===== src/edmv_pkg.sv =====
// ----------------------------------------------------------------------------
// edmv_pkg
// Types and codes shared by the encoder value unit and its checker.
// ----------------------------------------------------------------------------
`default_nettype none

package edmv_pkg;

   localparam int SCALED_W   = 20;
   localparam int WIDE_W     = 21;
   localparam int RANGE_W    = 17;
   localparam int CSR_ADDR_W = 3;
   localparam int CSR_DATA_W = 32;

   // Value modes; the spare code falls back to absolute.
   localparam logic [2:0] VMODE_ABSOLUTE   = 3'd0;
   localparam logic [2:0] VMODE_OFFSET40   = 3'd1;
   localparam logic [2:0] VMODE_TWOS7      = 3'd2;
   localparam logic [2:0] VMODE_SIGNMAG    = 3'd3;
   localparam logic [2:0] VMODE_INC41DEC3F = 3'd4;
   localparam logic [2:0] VMODE_INC01DEC7F = 3'd5;
   localparam logic [2:0] VMODE_INC01DEC41 = 3'd6;
   localparam logic [2:0] VMODE_SPARE_ABS  = 3'd7;

   localparam logic [1:0] SPEED_SLOW   = 2'd0;
   localparam logic [1:0] SPEED_NORMAL = 2'd1;
   localparam logic [1:0] SPEED_FAST   = 2'd2;
   localparam logic [1:0] SPEED_AUTO   = 2'd3;

   localparam logic [6:0] CODE_CENTER = 7'h40;
   localparam logic [6:0] CODE_MAX    = 7'h7f;
   localparam logic [6:0] CODE_41     = 7'h41;
   localparam logic [6:0] CODE_3F     = 7'h3f;
   localparam logic [6:0] CODE_01     = 7'h01;
   localparam logic [5:0] MAG_MAX     = 6'd63;

   localparam logic [2:0] PAR_SLOW   = 3'd3;
   localparam logic [2:0] PAR_NORMAL = 3'd0;
   localparam logic [2:0] PAR_FAST_BASE = 3'd2;
   localparam logic [2:0] PAR_FAST_MAX  = 3'd7;

   localparam logic [RANGE_W-1:0] RANGE_SLOW_LIMIT = RANGE_W'(32);
   localparam logic [RANGE_W-1:0] RANGE_NONDET_MAX = RANGE_W'(256);
   localparam logic [RANGE_W-1:0] RANGE_DET_MAX    = RANGE_W'(64);

   // Register word index, taken from byte address bit 2.
   localparam logic CSR_IDX_SPEED_MULT = 1'b0;

   typedef struct packed {
      logic signed [10:0] delta;
      logic [2:0]         value_mode;
      logic [1:0]         speed_mode;
      logic [2:0]         speed_mode_par;
      logic signed [15:0] range_min;
      logic signed [15:0] range_max;
      logic signed [15:0] current_value;
      logic               detentless;
      logic [1:0]         current_speed;
      logic [2:0]         current_speed_par;
   } req_payload_type;

   typedef struct packed {
      logic signed [15:0] new_value;
      logic               send;
      logic [1:0]         speed;
      logic [2:0]         speed_param;
      logic               speed_write;
   } rsp_payload_type;

endpackage

`default_nettype wire


===== src/encoder_delta_to_midi_value_unit.sv =====
// ----------------------------------------------------------------------------
// encoder_delta_to_midi_value_unit
// Turns one encoder movement into the controller value to send and the
// encoder speed setting to use.
// ----------------------------------------------------------------------------
// Each transfer on the request channel carries one encoder delta and the
// settings of its controller; each transfer on the response channel carries
// the matching result, in order. The unit takes one item every clock cycle
// while the response side is not stalled; each item passes through the input
// register and then the result register. The path between them holds the 11
// by 9 bit delta multiply followed by the absolute-mode add and clamp, which
// sets the clock limit. The user writes the fast-mode multiplier through the
// register port at byte address 0 only while the unit is idle; the unit
// itself does not enforce this.
// ----------------------------------------------------------------------------
`default_nettype none

module encoder_delta_to_midi_value_unit (
   input  wire logic                       clock,
   input  wire logic                       reset,
   input  wire logic                       req_valid,
   output      logic                       req_stall,
   input  wire edmv_pkg::req_payload_type  req_data,
   output      logic                       rsp_valid,
   input  wire logic                       rsp_stall,
   output      edmv_pkg::rsp_payload_type  rsp_data,
   input  wire logic                       psel,
   input  wire logic                       penable,
   input  wire logic                       pwrite,
   input  wire logic [edmv_pkg::CSR_ADDR_W-1:0] paddr,
   input  wire logic [edmv_pkg::CSR_DATA_W-1:0] pwdata,
   output      logic [edmv_pkg::CSR_DATA_W-1:0] prdata,
   output      logic                       pready
);
   import edmv_pkg::*;

   // Pipeline registers.
   logic            s1_valid_ff, s1_valid_in;
   req_payload_type s1_data_ff;
   logic            rsp_valid_ff, rsp_valid_in;
   rsp_payload_type rsp_data_ff, rsp_data_in;
   logic [7:0]      mult_ff, mult_in;

   logic out_free;
   logic s1_free;
   logic csr_write;

   // Datapath signals.
   logic signed [SCALED_W-1:0] product;
   logic signed [SCALED_W-1:0] scaled;
   logic signed [SCALED_W-1:0] neg_scaled;
   logic                       positive;
   logic                       reversed;
   logic signed [15:0]         lo_bound, hi_bound;
   logic signed [WIDE_W-1:0]   abs_sum;
   logic signed [15:0]         abs_value;
   logic signed [WIDE_W-1:0]   off_sum;
   logic [6:0]                 code7;
   logic [5:0]                 mag;
   logic [RANGE_W-1:0]         diff;
   logic [RANGE_W-1:0]         range;
   logic [1:0]                 spd;
   logic [2:0]                 spar;

   // ------------------------------------------------------------------------
   // Handshake. The result register frees when it is empty or being taken;
   // the input register frees when it is empty or moving on. So a waiting
   // result still leaves room for one more item in the input register.
   // ------------------------------------------------------------------------
   assign out_free     = !rsp_valid_ff || !rsp_stall;
   assign s1_free      = !s1_valid_ff || out_free;
   assign req_stall    = !s1_free;
   assign s1_valid_in  = s1_free ? req_valid : s1_valid_ff;
   assign rsp_valid_in = out_free ? s1_valid_ff : rsp_valid_ff;

   assign rsp_valid = rsp_valid_ff;
   assign rsp_data  = rsp_data_ff;

   // ------------------------------------------------------------------------
   // Register port. Only the multiplier exists; other word addresses read
   // as zero and ignore writes.
   // ------------------------------------------------------------------------
   assign pready    = 1'b1;
   assign csr_write = psel && penable && pwrite && pready &&
                      (paddr[2] == CSR_IDX_SPEED_MULT);
   assign mult_in   = csr_write ? pwdata[7:0] : mult_ff;
   assign prdata    = (paddr[2] == CSR_IDX_SPEED_MULT) ?
                      {{(CSR_DATA_W-8){1'b0}}, mult_ff} : '0;

   // ------------------------------------------------------------------------
   // Delta scaling. The product of an 11 bit signed delta and a multiplier
   // of at most 255 fits 20 bits.
   // ------------------------------------------------------------------------
   assign product    = SCALED_W'(s1_data_ff.delta) *
                       SCALED_W'($signed({1'b0, mult_ff}));
   assign scaled     = (mult_ff > 8'd1) ? product : SCALED_W'(s1_data_ff.delta);
   assign neg_scaled = -scaled;
   assign positive   = scaled > $signed(SCALED_W'(0));

   // A minimum above the maximum means a reversed controller: the delta
   // counts down, and the bounds swap roles.
   assign reversed = s1_data_ff.range_min > s1_data_ff.range_max;
   assign lo_bound = reversed ? s1_data_ff.range_max : s1_data_ff.range_min;
   assign hi_bound = reversed ? s1_data_ff.range_min : s1_data_ff.range_max;
   assign abs_sum  = reversed ?
                     WIDE_W'(s1_data_ff.current_value) - WIDE_W'(scaled) :
                     WIDE_W'(s1_data_ff.current_value) + WIDE_W'(scaled);

   always_comb begin
      if (abs_sum < WIDE_W'(lo_bound)) begin
         abs_value = lo_bound;
      end else if (abs_sum > WIDE_W'(hi_bound)) begin
         abs_value = hi_bound;
      end else begin
         abs_value = abs_sum[15:0];
      end
   end

   assign off_sum = WIDE_W'(scaled) + $signed(WIDE_W'(CODE_CENTER));

   // Magnitude for sign-magnitude mode, saturated at 63.
   always_comb begin
      if (scaled < $signed(SCALED_W'(0))) begin
         mag = (neg_scaled > $signed(SCALED_W'(MAG_MAX))) ? MAG_MAX : neg_scaled[5:0];
      end else begin
         mag = (scaled > $signed(SCALED_W'(MAG_MAX))) ? MAG_MAX : scaled[5:0];
      end
   end

   // Seven bit codes of the relative modes.
   always_comb begin
      case (s1_data_ff.value_mode)
         VMODE_OFFSET40: begin
            if (off_sum < $signed(WIDE_W'(0))) begin
               code7 = '0;
            end else if (off_sum > $signed(WIDE_W'(CODE_MAX))) begin
               code7 = CODE_MAX;
            end else begin
               code7 = off_sum[6:0];
            end
         end
         VMODE_TWOS7:      code7 = scaled[6:0];
         VMODE_SIGNMAG:    code7 = {scaled < $signed(SCALED_W'(0)), mag};
         VMODE_INC41DEC3F: code7 = positive ? CODE_41 : CODE_3F;
         VMODE_INC01DEC7F: code7 = positive ? CODE_01 : CODE_MAX;
         VMODE_INC01DEC41: code7 = positive ? CODE_01 : CODE_41;
         default:          code7 = '0;
      endcase
   end

   // ------------------------------------------------------------------------
   // Speed choice. The range is 1 to 65536 and needs 17 bits.
   // ------------------------------------------------------------------------
   assign diff  = reversed ?
                  RANGE_W'(s1_data_ff.range_min) - RANGE_W'(s1_data_ff.range_max) :
                  RANGE_W'(s1_data_ff.range_max) - RANGE_W'(s1_data_ff.range_min);
   assign range = diff + RANGE_W'(1);

   always_comb begin
      if (s1_data_ff.speed_mode != SPEED_AUTO) begin
         spd  = s1_data_ff.speed_mode;
         spar = s1_data_ff.speed_mode_par;
      end else if (range < RANGE_SLOW_LIMIT) begin
         spd  = SPEED_SLOW;
         spar = PAR_SLOW;
      end else if (range <= (s1_data_ff.detentless ? RANGE_NONDET_MAX
                                                   : RANGE_DET_MAX)) begin
         spd  = SPEED_NORMAL;
         spar = PAR_NORMAL;
      end else begin
         // Fast: 2 plus one step per 2048 of range, saturated at 7.
         spd  = SPEED_FAST;
         spar = (range[16:11] > 6'd5) ? PAR_FAST_MAX : PAR_FAST_BASE + range[13:11];
      end
   end

   // ------------------------------------------------------------------------
   // Result assembly. Absolute mode (and the spare code) sends only when
   // the clamped value moves.
   // ------------------------------------------------------------------------
   always_comb begin
      if (s1_data_ff.value_mode == VMODE_ABSOLUTE ||
          s1_data_ff.value_mode == VMODE_SPARE_ABS) begin
         rsp_data_in.new_value = abs_value;
         rsp_data_in.send      = abs_value != s1_data_ff.current_value;
      end else begin
         rsp_data_in.new_value = {9'b0, code7};
         rsp_data_in.send      = 1'b1;
      end
      rsp_data_in.speed       = spd;
      rsp_data_in.speed_param = spar;
      rsp_data_in.speed_write = (spd != s1_data_ff.current_speed) ||
                                (spar != s1_data_ff.current_speed_par);
   end

   // ------------------------------------------------------------------------
   // Registers.
   // ------------------------------------------------------------------------
   always_ff @(posedge clock) begin
      if (reset) begin
         s1_valid_ff  <= 1'b0;
         rsp_valid_ff <= 1'b0;
         mult_ff      <= '0;
      end else begin
         s1_valid_ff  <= s1_valid_in;
         rsp_valid_ff <= rsp_valid_in;
         mult_ff      <= mult_in;
      end
   end

   always_ff @(posedge clock) begin
      if (s1_free && req_valid) begin
         s1_data_ff <= req_data;
      end
      if (out_free && s1_valid_ff) begin
         rsp_data_ff <= rsp_data_in;
      end
   end

endmodule

`default_nettype wire


===== config.mk =====
export PLATFORM = sky130hd
export DESIGN_NAME = encoder_delta_to_midi_value_unit
export DESIGN_NICKNAME = d
export VERILOG_FILES = /design/src/edmv_pkg.sv /design/src/encoder_delta_to_midi_value_unit.sv
export SDC_FILE = /design/constraint.sdc
export NUM_CORES = 1
export LEC_CHECK = 0
export ABC_CLOCK_PERIOD_IN_PS = 23900
export BUFFER_PORTS_ARGS = -buffer_cell sky130_fd_sc_hd__buf_2
export CAP_MARGIN = 20
export CORE_ASPECT_RATIO = 0.5
export CORE_MARGIN = 3
export CORE_UTILIZATION = 55
export DETAILED_ROUTE_END_ITERATION = 8
export PLACE_DENSITY = 0.75
export SLEW_MARGIN = 25
export SYNTH_ARGS = -nofsm -noshare
export SYNTH_HDL_FRONTEND = slang
export SYNTH_SLANG_ARGS = --single-unit

===== constraint.sdc =====
create_clock -name clock -period 23.9 [get_ports clock]
set_clock_uncertainty 0.15 [all_clocks]
set_input_delay 3.585 -clock clock [delete_from_list [all_inputs] [get_ports clock]]
set_output_delay 3.585 -clock clock [all_outputs]
set_load 0.02 [all_outputs]

Yosys cells after proc, flatten, opt, wreduce, memory -nomap -nowiden

Cells that the tools add are included.

Add/subtract/negate cells: 8
Multiply operators: 1
Divide/modulo/power cells: 0
Order comparisons: 13
Equal/unequal tests: 11
Shift-type cells: 0
Muxes and demuxes: 26
Bitwise operators: 1
Reduce and logical (&&, ||, !) cells: 14

Operators with widths:

| operator              | count |
|---|---|
| $mux 16               | 4 |
| $pmux 7 s6            | 1 |
| $gt 20x7->1 const B   | 2 |
| $mux 7                | 5 |
| $sub 16x16->17        | 2 |
| $add 16x20->21        | 1 |
| $add 20x8->21 const B | 1 |
| $gt 21x16->1          | 1 |
| $gt 21x8->1 const B   | 1 |
| $lt 21x1->1 const B   | 1 |
| $lt 21x16->1          | 1 |
| $mux 21               | 1 |
| $sub 16x20->21        | 1 |
| $gt 20x1->1 const B   | 1 |
| $lt 20x1->1 const B   | 1 |
| $mul 11x9->20         | 1 |
| $mux 20               | 1 |
| $neg 20->20           | 1 |
| $mux 6                | 3 |
| $add 17x1->17 const B | 1 |
| $le 17x9->1           | 1 |
| $lt 17x6->1 const B   | 1 |
| $mux 17               | 1 |
| $gt 16x16->1          | 1 |
| 19 further kinds      | 39 |

Register bits after elaboration: 106
Bits in latches: 0
Memory bits (writable): 0
Bits in read-only memories: 0
Input port bits: 115
Output and inout bits: 58
Word-level logic and storage cells: 93
Memories kept: 0

Depth between registers and ports, before layout

Depth after elaboration: 10
Depth in mapped cells: 48
Depth with buffers taken out: 46

Worst setup path before layout

Ideal clock, no wire load.

Kind: flip-flop to flip-flop
Start: register mult_ff[2]
End: register rsp_data_ff (netlist bit rsp_data[6]), data pin
Setup time: 0.265 ns
Arrival time: 9.436 ns
Required time: 23.485 ns
Setup slack: 14.048 ns
Stages on the path, launching flop included: 42
Path buffers: 2
Cells stage by stage: dfxtp_1 -> clkbuf_1 -> nand2_1 -> fa_1 -> inv_1 -> fa_1 -> inv_1 -> fa_1 -> fa_1 -> inv_1 -> ha_1 -> and4_1 -> or4_1 -> a31o_2 -> or4_1 -> nand2_1 -> xnor2_1 -> ha_1 -> (+6 left out) -> o21a_1 -> o21a_1 -> o21ai_0 -> nand2b_1 -> a21oi_1 -> xnor2_1 -> ha_1 -> nand3_1 -> or4_1 -> and3_1 -> a2bb2oi_1 -> clkbuf_1 -> mux2i_1 -> mux2i_1 -> a22o_1 -> a311oi_1 -> nand4_1 -> or3_1

Cells in the longest elaborated chain, start to end: 8
Elaborated cells between the ends (all ways): 11
Classes of those cells: add/sub: 2; mul: 1; order compare: 3; eq/ne: 1; mux: 4

Ends and longest elaborated chain:

| item                                             | RTL line                                                                         | RTL |
|---|---|---|
| start: declaration                               | encoder_delta_to_midi_value_unit.sv:42                                           | `logic [7:0] mult_ff, mult_in;` |
| start signal: assignment                         | encoder_delta_to_midi_value_unit.sv:207                                          | `mult_ff <= mult_in;` |
| $mul 11x9->20 or $gt 8x1->1 (tied branches)      | encoder_delta_to_midi_value_unit.sv:94, encoder_delta_to_midi_value_unit.sv:96   |  |
| $mux 20 *                                        | encoder_delta_to_midi_value_unit.sv:96                                           | `assign scaled = (mult_ff > 8'd1) ? product : SCALED_W'(s1_data_ff.delta);` |
| $add 16x20->21 or $sub 16x20->21 (tied branches) | encoder_delta_to_midi_value_unit.sv:107, encoder_delta_to_midi_value_unit.sv:106 |  |
| $mux 21 *                                        | encoder_delta_to_midi_value_unit.sv:105                                          | `assign abs_sum = reversed ?` |
| $gt 21x16->1                                     | encoder_delta_to_midi_value_unit.sv:112                                          | `end else if (abs_sum > WIDE_W'(hi_bound)) begin` |
| $mux 16                                          | encoder_delta_to_midi_value_unit.sv:112                                          |  |
| $mux 16 *                                        | encoder_delta_to_midi_value_unit.sv:110                                          | `if (abs_sum < WIDE_W'(lo_bound)) begin` |
| $ne 16x16->1 *                                   | encoder_delta_to_midi_value_unit.sv:185                                          | `rsp_data_in.send = abs_value != s1_data_ff.current_value;` |
| end signal: assignment                           | encoder_delta_to_midi_value_unit.sv:216                                          | `rsp_data_ff <= rsp_data_in;` |
| end: declaration                                 | encoder_delta_to_midi_value_unit.sv:41                                           | `rsp_payload_type rsp_data_ff, rsp_data_in;` |

Mark *: on every way between the ends. The rest lies on a longest branch, timed or not.
A chain may end at the register's enable or synchronous reset.

Worst setup path in the final report

Ends and elaborated chain as after synthesis.

==> impl_metrics.json <==
{
  "drtIter0Drc": 1042,
  "drive_gt1_share_pct": 11.4,
  "synth_edf_count": 96,
  "leakage_nw": 7.26,
  "cp-start-kind": "register",
  "final_nets": 2135,
  "relSlewSlack_pct": 35.0,
  "synthTopCellsByArea": "edfxtp_1, ha_1, fa_1",
  "min_period_ns": 12.01,
  "synth.most_common_cell": "inv_1",
  "grt_pass1_wl_mm": 60.3,
  "critical_path.most_common_cell": "o21ai_0",
  "io_buffers": 121,
  "max_freq_mhz": 83.3,
  "diodes": 0,
  "hold_buffers": 0,
  "grt_max_degree": 74,
  "status": "finished clean",
  "critPathMaxStageDelay_ns": 0.85,
  "yosys_warnings": 0,
  "insertion_delay_ns": 0.39,
  "tightest_slew_ns": 0.970,
  "rsz0062_at_grt": "no",
  "rows": 41,
  "dr.pass1.iters": 5,
  "ys_async_sr_fraction_pct": 0,
  "routed-via-count": 12890,
  "cts.sinks": 106,
  "wirelength_mm": 37.5,
  "fin_tns_setup_ns": 0,
  "cts_tree": "yes",
  "postCtsSetupRepairBufs": 0,
  "end_kind": "register",
  "placedCellCount": 2136,
  "synth_cell_types": 98,
  "hold_viol": 0,
  "place.gp.congestion": 0.946,
  "irDropWorstVdd_mv": 0.0564,
  "cts_root_buffer": "clkbuf_16",
  "synth_ff_type": "edfxtp_1",
  "post-route-period-util_pct": 50.2,
  "wl_per_cell_um": 17.4,
  "via_per_inst": 5.99,
  "clock_path_buffers": 2,
  "synth_area_sq_mm": 0.0146,
  "drc": 0,
  "power.total_mw": 1.06,
  "cts_resized": 0,
  "synthToLayoutAreaGrowth_pct": 7.49,
  "path_max_fanout": 20,
  "cp.arrival_ns": 11.99,
  "postRouteAntennaNets": 0,
  "grt-ovfl-total": 0,
  "ioPinCount": 173,
  "clk_pin_slew_worst_paths_ns": 0.08,
  "grt_use_total_pct": 25.9,
  "dieHeight_um": 121,
  "start_util_pct": 57.0,
  "setup_viol": 0,
  "coreArea_sq_mm": 0.0256,
  "place.detailed.hpwl_mm": 29.5,
  "syn_avg_cell_area_sq_um": 8.44,
  "finalCoreUtilization_pct": 61.3,
  "htreeDepth": 3,
  "yosysTopAreaCell": "edfxtp_1",
  "hp-class": "register to register",
  "ys_ff_latch": 106,
  "drv_cap": 0,
  "crit_slowest_cell": "a211oi_1",
  "r2r_slack_ns": 11.89,
  "grt_pass1_vias": 12158,
  "power_density_mw_per_mm2": 67.2,
  "synth_seq_area_share_pct": 21.1,
  "numCtsBuffers": 9,
  "synth_top_area_share_pct": 19.7,
  "yosys-top-cells-count": "inv_1, ha_1, nand2_1",
  "fin_cells": 2153,
  "crit_required_ns": 23.88,
  "die_width_um": 237,
  "drv_slew": 0,
  "die-area_sq_mm": 0.0287,
  "synthCells": 1732,
  "antenna_found_initial": 0,
  "critPathKind": "register to register"
}
==> worst max-delay path, delay by kind of cell, from the launching register on <==
family	cells	cell delay (ns)
and+or+nand+nor	9	1.99
xor gates and xnor gates	2	0.50
DFF	1	0.71
buffers and inverters	5	0.59
AOI/OAI and AO/OA	13	4.19
adders and majority gates	7	2.97
muxes	2	0.64
==> power breakdown <==
part	internal [mW]	switching (mW)
Sequential	0.218	0.0132
Clock	0.0835	0.0813
Combinational	0.262	0.398
==> per-stage QoR <==
step,cell area (sq um),hold slack (ns),setup WS [ns]
3_3_place_gp,15400,0.305,12.21
2_1_floorplan,14700,0.294,14.05
5_1_grt,15700,0.418,11.07
4_1_cts,15700,0.343,12.01
6_report,15700,0.341,11.89
3_5_place_dp,15400,0.323,12.05
==> final timing paths <==
check / startpoint / endpoint / depth (start not counted)
worst min-delay path: s1_valid_ff$_SDFFE_PP0N_ / rsp_valid$_SDFFE_PP0P_ / 2
worst max-delay path: mult_ff[2]$_SDFFE_PP0P_ / rsp_data[6]$_SDFFCE_PP1P_ / 38
worst max register to register: mult_ff[2]$_SDFFE_PP0P_ / rsp_data[6]$_SDFFCE_PP1P_ / 38
worst min register to register: s1_valid_ff$_SDFFE_PP0N_ / rsp_valid$_SDFFE_PP0P_ / 2
==> kinds of logic after synthesis <==
| kind of cell | Yosys count | synth area share [%] |
|---|---|---|
| other | 2 | 0.0514 |
| DFF | 106 | 21.1 |
| muxes | 33 | 2.35 |
| buffers and inverters | 278 | 8.03 |
| and+or+nand+nor | 578 | 20.5 |
| AOI/OAI and AO/OA | 450 | 21.6 |
| adders and majority gates | 216 | 22.3 |
| xor gates and xnor gates | 69 | 4.13 |
==> registers in the layout, indices dropped and copies added, names as in the netlist <==
signal,flops
s1_data_ff,73
rsp_valid,1
rsp_data,23
s1_valid_ff,1
mult_ff,8
==> cells in the final DEF, fill, tap and decap left out, types with 15 or more instances in the layout <==
master    synthesis  layout
a211oi_1         24      24
a21o_1           55      55
a21oi_1         101     101
a31oi_1          16      16
and2_1           68      68
and3_1           25      25
buf_2            11     121
buf_4            29      15
conb_1            2      25
edfxtp_1         96      96
fa_1             75      75
ha_1            141     141
inv_1           178     178
mux2i_1          22      22
nand2_1         136     136
nand3_1          39      39
nand4_1          17      17
nor2_1          125     125
nor2b_1          22      21
nor3_1           44      44
o211ai_1         19      19
o21a_1           26      26
o21ai_0          70      70
o31ai_1          16      16
xnor2_1          50      50
xor2_1           19      19
==> per-layer routing <==
metal	GRT usage (%)	vias up	wire length, um
met2	45.7	376	18200
met1	33.0	6143	16300
li1	-	6305	-
met5	0	-	0
met3	3.70	66	2010
met4	8.18	0	1040
==> layout make-up <==
| class | instances | area [sq um] |
|---|---|---|
| Clock buffer | 9 | 225 |
| Clock inverter | 7 | 85.1 |
| Fill cell | 2274 | 9930 |
| Inverter | 179 | 672 |
| Multi-Input combinational cell | 1371 | 10500 |
| Sequential cell | 106 | 3080 |
| Tap cell | 344 | 430 |
| Timing Repair Buffer | 137 | 746 |
No activity file was read; power rests on OpenSTA's default activity.
